### src/hdl/psf_pkg.sv
package psf_pkg;

   localparam int COORD_BITS = 12;
   localparam int DIM_BITS   = 13;
   localparam int COUNT_BITS = 6;
   localparam int COLOR_BITS = 24;
   localparam int CSR_DATA_W = 24;
   localparam int CSR_IDX_W  = 2;

   localparam logic [DIM_BITS-1:0]   DIM_MAX          = 13'd4096;
   localparam logic [DIM_BITS-1:0]   WIDTH_RESET      = 13'd640;
   localparam logic [DIM_BITS-1:0]   HEIGHT_RESET     = 13'd480;
   localparam logic [COUNT_BITS-1:0] VCOUNT_RESET     = 6'd3;
   localparam logic [COLOR_BITS-1:0] COLOR_RESET      = 24'd0;

   localparam logic [CSR_IDX_W-1:0] CSR_FRAME_WIDTH  = 2'd0;
   localparam logic [CSR_IDX_W-1:0] CSR_FRAME_HEIGHT = 2'd1;
   localparam logic [CSR_IDX_W-1:0] CSR_VERTEX_COUNT = 2'd2;
   localparam logic [CSR_IDX_W-1:0] CSR_FILL_COLOR   = 2'd3;

   localparam logic REQ_LOAD   = 1'b0;
   localparam logic REQ_RENDER = 1'b1;

   localparam logic KIND_INTERIOR = 1'b0;
   localparam logic KIND_EDGE     = 1'b1;

   typedef struct packed {
      logic load_wr;
      logic start;
      logic k_clr;
      logic k_inc;
      logic mm_step;
      logic ed_eval;
      logic mul;
      logic div_init;
      logic div_step;
      logic add;
      logic ins;
      logic cnt_clr;
      logic em_init;
      logic em_step;
      logic hz_step;
      logic mark;
   } cmd_type;

   typedef struct packed {
      logic n_zero;
      logic k_last;
      logic k_mm_last;
      logic in_range;
      logic y_in_frame;
      logic ev_skip;
      logic ev_vert;
      logic div_last;
      logic cnt_ge2;
      logic em_done;
      logic em_need_out;
      logic hz_need_out;
      logic out_free;
   } stat_type;

endpackage

### src/hdl/psf_ctrl.sv
module psf_ctrl
   import psf_pkg::*;
(
   input  logic     clock,
   input  logic     reset,
   input  logic     req_valid,
   input  logic     req_type,
   output logic     req_ready,
   input  stat_type stat,
   output cmd_type  cmd
);

   typedef enum logic [16:0] {
      S_IDLE   = 17'b1 << 0,
      S_MM_RD  = 17'b1 << 1,
      S_MM_UP  = 17'b1 << 2,
      S_RANGE  = 17'b1 << 3,
      S_ED_RD  = 17'b1 << 4,
      S_ED_EV  = 17'b1 << 5,
      S_MUL    = 17'b1 << 6,
      S_DIV0   = 17'b1 << 7,
      S_DIV    = 17'b1 << 8,
      S_ADD    = 17'b1 << 9,
      S_INS    = 17'b1 << 10,
      S_CNT    = 17'b1 << 11,
      S_EM     = 17'b1 << 12,
      S_HZ_CHK = 17'b1 << 13,
      S_HZ_RD  = 17'b1 << 14,
      S_HZ_EV  = 17'b1 << 15,
      S_MARK   = 17'b1 << 16
   } state_type;

   state_type state_ff, state_in;
   logic      accept;

   assign req_ready = (state_ff == S_IDLE);
   assign accept    = req_valid && req_ready;

   always_ff @(posedge clock) begin
      if (reset) begin
         state_ff <= S_IDLE;
      end else begin
         state_ff <= state_in;
      end
   end

   always_comb begin
      cmd      = '0;
      state_in = state_ff;
      case (state_ff)
         S_IDLE: begin
            if (accept && req_type == REQ_LOAD) begin
               cmd.load_wr = 1'b1;
            end else if (accept) begin
               cmd.start = 1'b1;
               cmd.k_clr = 1'b1;
               state_in  = stat.n_zero ? S_HZ_CHK : S_MM_RD;
            end
         end
         S_MM_RD: state_in = S_MM_UP;
         S_MM_UP: begin
            cmd.mm_step = 1'b1;
            if (stat.k_mm_last) begin
               state_in = S_RANGE;
            end else begin
               cmd.k_inc = 1'b1;
               state_in  = S_MM_RD;
            end
         end
         S_RANGE: begin
            if (stat.in_range) begin
               cmd.k_clr   = 1'b1;
               cmd.cnt_clr = 1'b1;
               state_in    = S_ED_RD;
            end else begin
               state_in = S_HZ_CHK;
            end
         end
         S_ED_RD: state_in = S_ED_EV;
         S_ED_EV: begin
            cmd.ed_eval = 1'b1;
            if (stat.ev_skip) begin
               if (stat.k_last) begin
                  state_in = S_CNT;
               end else begin
                  cmd.k_inc = 1'b1;
                  state_in  = S_ED_RD;
               end
            end else if (stat.ev_vert) begin
               state_in = S_INS;
            end else begin
               state_in = S_MUL;
            end
         end
         S_MUL: begin
            cmd.mul  = 1'b1;
            state_in = S_DIV0;
         end
         S_DIV0: begin
            cmd.div_init = 1'b1;
            state_in     = S_DIV;
         end
         S_DIV: begin
            cmd.div_step = 1'b1;
            if (stat.div_last) begin
               state_in = S_ADD;
            end
         end
         S_ADD: begin
            cmd.add  = 1'b1;
            state_in = S_INS;
         end
         S_INS: begin
            cmd.ins = 1'b1;
            if (stat.k_last) begin
               state_in = S_CNT;
            end else begin
               cmd.k_inc = 1'b1;
               state_in  = S_ED_RD;
            end
         end
         S_CNT: begin
            if (stat.cnt_ge2) begin
               cmd.em_init = 1'b1;
               state_in    = S_EM;
            end else begin
               state_in = S_HZ_CHK;
            end
         end
         S_EM: begin
            if (stat.em_done) begin
               state_in = S_HZ_CHK;
            end else if (!stat.em_need_out || stat.out_free) begin
               cmd.em_step = 1'b1;
            end
         end
         S_HZ_CHK: begin
            if (stat.y_in_frame && !stat.n_zero) begin
               cmd.k_clr = 1'b1;
               state_in  = S_HZ_RD;
            end else begin
               state_in = S_MARK;
            end
         end
         S_HZ_RD: state_in = S_HZ_EV;
         S_HZ_EV: begin
            if (!stat.hz_need_out || stat.out_free) begin
               cmd.hz_step = 1'b1;
               if (stat.k_last) begin
                  state_in = S_MARK;
               end else begin
                  cmd.k_inc = 1'b1;
                  state_in  = S_HZ_RD;
               end
            end
         end
         S_MARK: begin
            if (stat.out_free) begin
               cmd.mark = 1'b1;
               state_in = S_IDLE;
            end
         end
         default: state_in = S_IDLE;
      endcase
   end

endmodule

### src/hdl/psf_dp.sv
module psf_dp
   import psf_pkg::*;
#(
   parameter int MAX_VERTICES = 32
)
(
   input  logic                  clock,
   input  logic                  reset,
   input  cmd_type               cmd,
   output stat_type              stat,
   input  logic                  csr_wr_en,
   input  logic [CSR_IDX_W-1:0]  csr_index,
   input  logic [CSR_DATA_W-1:0] csr_wr_data,
   input  logic [4:0]            req_vertex_index,
   input  logic [COORD_BITS-1:0] req_vertex_x,
   input  logic [COORD_BITS-1:0] req_vertex_y,
   input  logic [COORD_BITS-1:0] req_scan_y,
   input  logic                  rsp_ready,
   output logic                  rsp_valid,
   output logic                  rsp_has_span,
   output logic                  rsp_span_kind,
   output logic [COORD_BITS-1:0] rsp_span_row,
   output logic [COORD_BITS-1:0] rsp_span_start,
   output logic [COORD_BITS-1:0] rsp_span_end,
   output logic [COLOR_BITS-1:0] rsp_span_color,
   output logic                  rsp_is_last
);

   localparam int CW = COORD_BITS;
   localparam int AW = (MAX_VERTICES > 1) ? $clog2(MAX_VERTICES) : 1;
   localparam int KW = $clog2(MAX_VERTICES + 1);
   localparam int DW = $clog2(CW + 1);

   logic [DIM_BITS-1:0]   width_ff, height_ff;
   logic [COUNT_BITS-1:0] vcount_ff;
   logic [COLOR_BITS-1:0] color_ff;
   logic [DIM_BITS-1:0]   w_sat, h_sat, w_m1;
   logic [KW-1:0]         n_eff;

   logic [2*CW-1:0] vmem [MAX_VERTICES];
   logic [2*CW-1:0] rd_ff, prev_ff;
   logic [AW-1:0]   wr_addr, rd_addr;
   logic            idx_ok;
   logic [CW-1:0]   rd_x, rd_y, px, py;

   logic [KW-1:0]   k_ff;
   logic [CW-1:0]   y_ff, top_ff, bot_ff;

   logic            swap, skip_y, vert, horiz;
   logic [CW-1:0]   xa, ya, xb, yb;
   logic [CW-1:0]   xa_ff, dx_ff, ady_ff, aoff_ff, cand_ff;
   logic [2*CW-1:0] prod_ff;
   logic [CW-1:0]   rem_ff, q_ff;
   logic [DW-1:0]   div_cnt_ff;
   logic [CW:0]     trial;
   logic            q_bit;

   logic [CW-1:0]   arr_ff [MAX_VERTICES];
   logic [CW-1:0]   arr_in [MAX_VERTICES];
   logic [MAX_VERTICES-1:0] le;
   logic [KW-1:0]   cnt_ff, em_left_ff;
   logic [CW-1:0]   last_ff, start_ff, head;
   logic            have_last_ff, pend_ff, uniq;

   logic [DIM_BITS-1:0] hz_e13;
   logic [CW-1:0]       hz_end;

   logic                  rsp_valid_ff, has_ff, kind_ff, last_item_ff;
   logic [CW-1:0]         row_ff, s_ff, e_ff;
   logic [COLOR_BITS-1:0] col_ff;

   always_ff @(posedge clock) begin
      if (reset) begin
         width_ff  <= WIDTH_RESET;
         height_ff <= HEIGHT_RESET;
         vcount_ff <= VCOUNT_RESET;
         color_ff  <= COLOR_RESET;
      end else if (csr_wr_en) begin
         case (csr_index)
            CSR_FRAME_WIDTH:  width_ff  <= csr_wr_data[DIM_BITS-1:0];
            CSR_FRAME_HEIGHT: height_ff <= csr_wr_data[DIM_BITS-1:0];
            CSR_VERTEX_COUNT: vcount_ff <= csr_wr_data[COUNT_BITS-1:0];
            CSR_FILL_COLOR:   color_ff  <= csr_wr_data[COLOR_BITS-1:0];
            default: ;
         endcase
      end
   end

   assign w_sat = (width_ff == '0) ? DIM_BITS'(1) : (width_ff > DIM_MAX) ? DIM_MAX : width_ff;
   assign h_sat = (height_ff == '0) ? DIM_BITS'(1) :
                  (height_ff > DIM_MAX) ? DIM_MAX : height_ff;
   assign w_m1  = w_sat - DIM_BITS'(1);
   assign n_eff = (int'(vcount_ff) > MAX_VERTICES) ? KW'(MAX_VERTICES) : KW'(vcount_ff);

   assign idx_ok  = int'(req_vertex_index) < MAX_VERTICES;
   assign wr_addr = AW'(req_vertex_index);
   assign rd_addr = (k_ff == n_eff) ? '0 : k_ff[AW-1:0];

   always_ff @(posedge clock) begin
      if (cmd.load_wr && idx_ok) begin
         vmem[wr_addr] <= {req_vertex_x, req_vertex_y};
      end
      rd_ff <= vmem[rd_addr];
   end

   assign rd_x = rd_ff[2*CW-1:CW];
   assign rd_y = rd_ff[CW-1:0];
   assign px   = prev_ff[2*CW-1:CW];
   assign py   = prev_ff[CW-1:0];

   always_ff @(posedge clock) begin
      if (reset) begin
         k_ff <= '0;
      end else if (cmd.k_clr) begin
         k_ff <= '0;
      end else if (cmd.k_inc) begin
         k_ff <= k_ff + KW'(1);
      end
   end

   always_ff @(posedge clock) begin
      if (cmd.start) begin
         y_ff   <= req_scan_y;
         top_ff <= CW'(h_sat - DIM_BITS'(1));
         bot_ff <= '0;
      end else if (cmd.mm_step) begin
         if (rd_y < top_ff) begin
            top_ff <= rd_y;
         end
         if (rd_y > bot_ff) begin
            bot_ff <= rd_y;
         end
      end
   end

   assign swap   = px > rd_x;
   assign xa     = swap ? rd_x : px;
   assign ya     = swap ? rd_y : py;
   assign xb     = swap ? px : rd_x;
   assign yb     = swap ? py : rd_y;
   assign skip_y = (py < y_ff && rd_y < y_ff) || (py > y_ff && rd_y > y_ff);
   assign vert   = (px == rd_x);
   assign horiz  = (py == rd_y);

   always_ff @(posedge clock) begin
      if (cmd.ed_eval) begin
         xa_ff   <= xa;
         dx_ff   <= xb - xa;
         ady_ff  <= (yb > ya) ? yb - ya : ya - yb;
         aoff_ff <= (y_ff > ya) ? y_ff - ya : ya - y_ff;
         cand_ff <= px;
      end else if (cmd.add) begin
         cand_ff <= xa_ff + q_ff;
      end
      if (cmd.ed_eval || cmd.hz_step) begin
         prev_ff <= rd_ff;
      end
      if (cmd.mul) begin
         prod_ff <= (2*CW)'(aoff_ff) * (2*CW)'(dx_ff);
      end
   end

   assign trial = {rem_ff, q_ff[CW-1]};
   assign q_bit = trial >= {1'b0, ady_ff};

   always_ff @(posedge clock) begin
      if (reset) begin
         div_cnt_ff <= '0;
      end else if (cmd.div_init) begin
         div_cnt_ff <= DW'(CW);
      end else if (cmd.div_step) begin
         div_cnt_ff <= div_cnt_ff - DW'(1);
      end
   end

   always_ff @(posedge clock) begin
      if (cmd.div_init) begin
         rem_ff <= prod_ff[2*CW-1:CW];
         q_ff   <= prod_ff[CW-1:0];
      end else if (cmd.div_step) begin
         rem_ff <= q_bit ? CW'(trial - {1'b0, ady_ff}) : trial[CW-1:0];
         q_ff   <= {q_ff[CW-2:0], q_bit};
      end
   end

   always_comb begin
      for (int j = 0; j < MAX_VERTICES; j++) begin
         le[j] = (KW'(j) < cnt_ff) && (arr_ff[j] <= cand_ff);
      end
      arr_in[0] = le[0] ? arr_ff[0] : cand_ff;
      for (int j = 1; j < MAX_VERTICES; j++) begin
         if (le[j]) begin
            arr_in[j] = arr_ff[j];
         end else if (le[j-1]) begin
            arr_in[j] = cand_ff;
         end else begin
            arr_in[j] = arr_ff[j-1];
         end
      end
   end

   assign head = arr_ff[0];
   assign uniq = !have_last_ff || (head != last_ff);

   always_ff @(posedge clock) begin
      if (cmd.ins && ({1'b0, cand_ff} < w_sat)) begin
         for (int j = 0; j < MAX_VERTICES; j++) begin
            arr_ff[j] <= arr_in[j];
         end
      end else if (cmd.em_step) begin
         for (int j = 0; j < MAX_VERTICES - 1; j++) begin
            arr_ff[j] <= arr_ff[j+1];
         end
      end
      if (cmd.em_step) begin
         last_ff <= head;
         if (uniq && !pend_ff) begin
            start_ff <= head;
         end
      end
   end

   always_ff @(posedge clock) begin
      if (reset) begin
         cnt_ff       <= '0;
         em_left_ff   <= '0;
         have_last_ff <= 1'b0;
         pend_ff      <= 1'b0;
      end else begin
         if (cmd.cnt_clr) begin
            cnt_ff <= '0;
         end else if (cmd.ins && ({1'b0, cand_ff} < w_sat)) begin
            cnt_ff <= cnt_ff + KW'(1);
         end
         if (cmd.em_init) begin
            em_left_ff   <= cnt_ff;
            have_last_ff <= 1'b0;
            pend_ff      <= 1'b0;
         end else if (cmd.em_step) begin
            em_left_ff   <= em_left_ff - KW'(1);
            have_last_ff <= 1'b1;
            if (uniq) begin
               pend_ff <= !pend_ff;
            end
         end
      end
   end

   assign hz_e13 = {1'b0, xb} - DIM_BITS'(1);
   assign hz_end = (hz_e13 > w_m1) ? w_m1[CW-1:0] : hz_e13[CW-1:0];

   always_comb begin
      stat             = '0;
      stat.n_zero      = (n_eff == '0);
      stat.k_last      = (k_ff == n_eff);
      stat.k_mm_last   = (k_ff == n_eff - KW'(1));
      stat.in_range    = (y_ff >= top_ff) && (y_ff < bot_ff) && ({1'b0, y_ff} < h_sat);
      stat.y_in_frame  = ({1'b0, y_ff} < h_sat);
      stat.ev_skip     = (k_ff == '0) || skip_y || (!vert && horiz);
      stat.ev_vert     = vert;
      stat.div_last    = (div_cnt_ff == DW'(1));
      stat.cnt_ge2     = (cnt_ff >= KW'(2));
      stat.em_done     = (em_left_ff == '0);
      stat.em_need_out = uniq && pend_ff;
      stat.hz_need_out = (k_ff != '0) && horiz && (py == y_ff) && !vert &&
                         ({1'b0, xa} < w_sat);
      stat.out_free    = !rsp_valid_ff || rsp_ready;
   end

   always_ff @(posedge clock) begin
      if (reset) begin
         rsp_valid_ff <= 1'b0;
      end else if (cmd.mark || (cmd.em_step && stat.em_need_out) ||
                   (cmd.hz_step && stat.hz_need_out)) begin
         rsp_valid_ff <= 1'b1;
      end else if (rsp_ready) begin
         rsp_valid_ff <= 1'b0;
      end
   end

   always_ff @(posedge clock) begin
      if (cmd.mark) begin
         has_ff       <= 1'b0;
         kind_ff      <= KIND_INTERIOR;
         row_ff       <= y_ff;
         s_ff         <= '0;
         e_ff         <= '0;
         col_ff       <= '0;
         last_item_ff <= 1'b1;
      end else if (cmd.em_step && stat.em_need_out) begin
         has_ff       <= 1'b1;
         kind_ff      <= KIND_INTERIOR;
         row_ff       <= y_ff;
         s_ff         <= start_ff;
         e_ff         <= head;
         col_ff       <= color_ff;
         last_item_ff <= 1'b0;
      end else if (cmd.hz_step && stat.hz_need_out) begin
         has_ff       <= 1'b1;
         kind_ff      <= KIND_EDGE;
         row_ff       <= y_ff;
         s_ff         <= xa;
         e_ff         <= hz_end;
         col_ff       <= color_ff;
         last_item_ff <= 1'b0;
      end
   end

   assign rsp_valid      = rsp_valid_ff;
   assign rsp_has_span   = has_ff;
   assign rsp_span_kind  = kind_ff;
   assign rsp_span_row   = row_ff;
   assign rsp_span_start = s_ff;
   assign rsp_span_end   = e_ff;
   assign rsp_span_color = col_ff;
   assign rsp_is_last    = last_item_ff;

endmodule

### src/hdl/polygon_scanline_span_fill_top.sv
// Channel   Direction  Handshake            Word
// req       in         req_valid/req_ready  vertex load or scanline render request
// rsp       out        rsp_valid/rsp_ready  span or closing marker
// csr       in         csr_wr_en            register write, no wait
//
// A load writes one vertex and leaves the block ready. A render walks the vertex memory
// (one read port) for the row's min/max, evaluates each edge with a shared restoring
// divider that works through the 12 quotient bits one at a time, inserts each crossing
// into a sorted list, pairs them into spans, walks horizontal edges and sends the marker.
// Reset is synchronous and clears control and CSR state; vertex memory is not cleared.
// A stalled rsp holds the controller at its emit step; req waits until the marker is issued.
module polygon_scanline_span_fill_top
   import psf_pkg::*;
#(
   parameter int MAX_VERTICES = 32
)
(
   input  logic                  clock,
   input  logic                  reset,
   input  logic                  req_valid,
   output logic                  req_ready,
   input  logic                  req_type,
   input  logic [4:0]            req_vertex_index,
   input  logic [COORD_BITS-1:0] req_vertex_x,
   input  logic [COORD_BITS-1:0] req_vertex_y,
   input  logic [COORD_BITS-1:0] req_scan_y,
   output logic                  rsp_valid,
   input  logic                  rsp_ready,
   output logic                  rsp_has_span,
   output logic                  rsp_span_kind,
   output logic [COORD_BITS-1:0] rsp_span_row,
   output logic [COORD_BITS-1:0] rsp_span_start,
   output logic [COORD_BITS-1:0] rsp_span_end,
   output logic [COLOR_BITS-1:0] rsp_span_color,
   output logic                  rsp_is_last,
   input  logic                  csr_wr_en,
   input  logic [CSR_IDX_W-1:0]  csr_index,
   input  logic [CSR_DATA_W-1:0] csr_wr_data
);

   cmd_type  cmd;
   stat_type stat;

   psf_ctrl u_ctrl (
      .clock     (clock),
      .reset     (reset),
      .req_valid (req_valid),
      .req_type  (req_type),
      .req_ready (req_ready),
      .stat      (stat),
      .cmd       (cmd)
   );

   psf_dp #(
      .MAX_VERTICES (MAX_VERTICES)
   ) u_dp (
      .clock            (clock),
      .reset            (reset),
      .cmd              (cmd),
      .stat             (stat),
      .csr_wr_en        (csr_wr_en),
      .csr_index        (csr_index),
      .csr_wr_data      (csr_wr_data),
      .req_vertex_index (req_vertex_index),
      .req_vertex_x     (req_vertex_x),
      .req_vertex_y     (req_vertex_y),
      .req_scan_y       (req_scan_y),
      .rsp_ready        (rsp_ready),
      .rsp_valid        (rsp_valid),
      .rsp_has_span     (rsp_has_span),
      .rsp_span_kind    (rsp_span_kind),
      .rsp_span_row     (rsp_span_row),
      .rsp_span_start   (rsp_span_start),
      .rsp_span_end     (rsp_span_end),
      .rsp_span_color   (rsp_span_color),
      .rsp_is_last      (rsp_is_last)
   );

   a_marker_empty: assert property (@(posedge clock) disable iff (reset)
      rsp_valid && rsp_is_last |-> !rsp_has_span)
      else $error("closing marker carries a span");

   a_span_order: assert property (@(posedge clock) disable iff (reset)
      rsp_valid && rsp_has_span |-> rsp_span_start <= rsp_span_end)
      else $error("span start beyond span end");

   a_render_busy: assert property (@(posedge clock) disable iff (reset)
      req_valid && req_ready && req_type == REQ_RENDER |=> !req_ready)
      else $error("request taken during render");

endmodule

### config.mk
export PLATFORM = sky130hd
export DESIGN_NAME = polygon_scanline_span_fill_top
export DESIGN_NICKNAME = d
export VERILOG_FILES = /design/src/hdl/psf_pkg.sv /design/src/hdl/psf_ctrl.sv /design/src/hdl/psf_dp.sv /design/src/hdl/polygon_scanline_span_fill_top.sv
export SDC_FILE = /design/constraint.sdc
export NUM_CORES = 2
export LEC_CHECK = 0
export ABC_CLOCK_PERIOD_IN_PS = 6600
export BUFFER_PORTS_ARGS = -buffer_cell sky130_fd_sc_hd__buf_2
export CORE_ASPECT_RATIO = 1.5
export CORE_UTILIZATION = 50
export DETAILED_ROUTE_END_ITERATION = 10
export MAX_ROUTING_LAYER = met4
export PLACE_DENSITY = 0.68
export SYNTH_ARGS = -nofsm -noshare
export SYNTH_HDL_FRONTEND = slang
export SYNTH_SLANG_ARGS = --single-unit
### constraint.sdc
create_clock -name clock -period 6.6 [get_ports clock]
set_input_delay 0.66 -clock clock [delete_from_list [all_inputs] [get_ports clock]]
set_output_delay 0.66 -clock clock [all_outputs]
set_load 0.05 [all_outputs]
==> summary.txt <==
Status
  • Status: completed

Final layout
  • Share of cells above drive strength 1: 0.120
  • Final cell count without fillers: between 9k and 10k
  • Area Growth Syn to Fin: 10.3%
  • Post-layout util: 0.554
  • Final net count: between 8k and 9k

Pwr
  • P per Cell Area: approximately 220 mW/mm2
  • Final Power: just over 0.02 W
  • Sw Share: 0.230
  • Static Leak: 34.7 nW
  • VDD IR-drop max: 251 uV
  • Clock Power Share: 0.432
  • Int Pwr: 0.0157 W
  • Switching pwr: approximately 0.0047 W
  • Comb power frac: 0.046
  • Sequential power share: 0.522

Routing
  • Vias: 58.7k
  • Initial DRC count: 4954
  • DR DRC count: 0
  • Final WL: approximately 230000 um
  • Pre-Repair DR Iteration Count: 8
  • Vias per inst: 6.03
  • Wire length per cell: 24.1 um
  • Detail Route Antenna Nets: 0

Synth
  • Top-area cell type share of the netlist area: 0.474
  • Primary FF master, synth: edfxtp_1
  • Synth Register Bits: 1529
  • Synth Instances: ~7.3k
  • Mapped cell area: about 0.085 mm2
  • Post-synthesis sequential area ratio: 0.518
  • Commonest cells post-synth: 1344 x edfxtp_1, 912 x nand2_1, 636 x ha_1
  • Most common cell in the netlist: edfxtp_1
  • Post-synth top area cell: edfxtp_1
  • Synth top area cells: edfxtp_1 47%, ha_1 9.4%, mux2i_1 5.2%, dfxtp_1 4.4%, nand2_1 4.0%
  • EDFF count, synth: 1344
  • Avg Inst Size Synth: 11.7 um2
  • Yosys cell types: 94
  • Ys Warns: 0
  • Ys async rst share: 0
  • Post-Syn Nets: just over 8k

CTS
  • CTS tree: yes
  • Num CTS Buffers: 152
  • Htree depth: 4
  • CTS clk-pin slew, worst paths: 0.06 ns
  • Clk_lat worst skew: about 0.83 ns
  • CTS max path bufs: 3
  • Sink Count: between 1.5k and 2k
  • Clock root cell: clkbuf_16

Critical path
  • Worst r2r src: u_dp.dx_ff[5]
  • Worst setup SP type: register
  • Critical path endpoint category: register
  • Reg2Reg Setup Slack: ~0.38 ns
  • Crit-path max FO: 12
  • Setup CP Type: reg2reg
  • R2R cell count: 24
  • Worst EP arrival: 6.79 ns
  • Worst setup path endpoint: u_dp.prod_ff[22]
  • Setup crit start: u_dp.dx_ff[5]
  • R2R Path End: u_dp.prod_ff[22]
  • Critical Path RT: just over 7 ns

Placed design
  • Gpl congestion: around 0.93
  • Placed wire-length estimate: between 150000 and 200000 um
  • Pre-CTS WS: about 0.38 ns
  • Inst Count DP: 9424
  • # port buffers: 137

Global routing
  • Largest net degree at the start of global routing: ~200
  • GRT Residual Overflow: 0
  • GRT Total Usage: 0.278
  • First-pass GRT wire length: 355000 um
  • Vias in the first global route: roughly 59k
  • Initial antenna violation count: 13

STA
  • Final worst path period need: about 6.2 ns
  • Fin Clk Skew: about 0.054 ns
  • Final setup violation count: 0
  • Slew Viols, Final: 0
  • Unrepaired setup endpoints after global routing: no
  • Relative slew slack: 0.0670
  • Final period util: 0.942
  • Fmax: about 160 MHz
  • Final Hold Violating Endpoints: 0
  • Aggregate negative setup slack: 0 ns
  • Actual slew at the worst max-slew pin: 1.40 ns
  • Final WS setup: about 0.38 ns

Run
  • Max-cap violations: 0

Floorplan
  • Die area: around 0.17 mm2
  • Die Ht: between 500 and 600 um
  • # rows: 185
  • Die width: ~340 um
  • Starting Density: 0.503
  • # IOs: 138
  • Core area: 0.169 mm2

Worst hold path
  • Worst hold-check path type: in2reg
  • Hold wc startpoint: csr_wr_data[17]
through the flow:
step,hold slack (ns),instance area [um2]
detailed placement,0.429,88600
finish,0.0696,93800
global route,0.0583,93800
global placement,0.415,88600
floorplan,0.408,85100
CTS,0.00977,93800
metal layers:
layer,up-vias,GRT usage,wire [um]
met2,1973,0.474,118000
met4,0,0.118,10300
met3,535,0.0336,12900
met5,-,-,0
met1,29137,0.334,93300
li1,27021,-,-
sequential cells by signal, indices dropped and copies added (netlist names), 17 cells and up:
| register | cells |
|---|---|
| u_dp.color_ff | 24 |
| u_ctrl.state_ff | 17 |
| u_dp.rd_ff | 24 |
| u_dp.rsp_span_color | 24 |
| u_dp.vmem | 768 |
| u_dp.prev_ff | 24 |
| u_dp.prod_ff | 24 |
| u_dp.arr_ff | 384 |
worst max-delay path: stages (launching register included):
cell	delay (ns)
edfxtp_1	0.61
nand2_1	0.15
fa_1	0.55
inv_1	0.04
ha_1	0.19
fa_1	0.47
ha_1	0.29
inv_1	0.05
fa_1	0.52
inv_1	0.04
ha_1	0.32
nor2b_1	0.14
o21ai_0	0.21
a21boi_0	0.16
o21ai_0	0.24
a21boi_0	0.17
o21a_1	0.21
o21ai_0	0.16
nand2b_1	0.09
a21o_1	0.21
a21o_1	0.20
a31o_2	0.26
a41o_1	0.25
o41ai_1	0.35
xnor2_1	0.10
power by group through the flow:
stage	sequential (W)	clock (W)	combinational, W
finish	0.0106	0.00878	0.000944
detailed placement	0.0108	0	0.000928
CTS	0.0106	0.00890	0.000941
global placement	0.0108	0	0.000909
global route	0.0106	0.00925	0.00103
floorplan	0.0108	0	0.000560
cells in the final DEF (no fill, tap or decap), types with 137 or more instances in the layout:
cell       count
edfxtp_1    1344
inv_1        310
nand2_1      912
a21o_1       175
mux2_2       148
o21ai_0      510
ha_1         636
mux2i_1      446
dfxtp_1      183
buf_2        137
mux4_2       144
nor2_1       296
buf_4        160
clkbuf_16    155
a21oi_1      371
worst min-delay path by stage:
| stage | to | slack [ns] | depth (start not counted) |
|---|---|---|---|
| final | u_dp.color_ff[17] | 0.07 | 3 |
| after global routing | u_dp.color_ff[20] | 0.06 | 3 |
| after CTS | u_dp.color_ff[17] | 0.01 | 3 |
| after detailed placement | u_dp.rsp_span_color[7] | 0.43 | 2 |
| after global placement | u_dp.prev_ff[23] | 0.42 | 0 |
| after floorplan | u_dp.prev_ff[23] | 0.41 | 0 |
cells by family (layout without fill, tap and decap cells):
| kind of cell | count (synthesis) | count (layout) | synth area share |
|---|---|---|---|
| fa+ha+maj | 743 | 743 | 0.118 |
| xor+xnor | 129 | 129 | 0.0133 |
| mux | 738 | 738 | 0.110 |
| simple gates | 1953 | 1953 | 0.106 |
| flops | 1529 | 1529 | 0.518 |
| other cells | 0 | 9 | 0 |
| buf+inv | 727 | 920 | 0.0329 |
| compound gates | 1462 | 1463 | 0.101 |
cell type report:
cell class / instances / area [um2]
clock inverters: 83 / 911
flip-flops and latches: 1529 / 44100
diodes: 9 / 22.5
repair buffers: 315 / 2130
clock buffers: 198 / 4110
fillers: 14037 / 75400
well taps: 2244 / 2810
inverters: 324 / 1220
multi-input cells: 5026 / 38500
what timing repair did:
action                                 in CTS  in global routing
resized for setup                           0                  1
setup buffers                               0                  1
endpoints found under the hold margin      12                  0
setup endpoints to repair                   0                  1
hold buffers                               12                  0
Note: power is estimated with default switching activity, not from simulation.
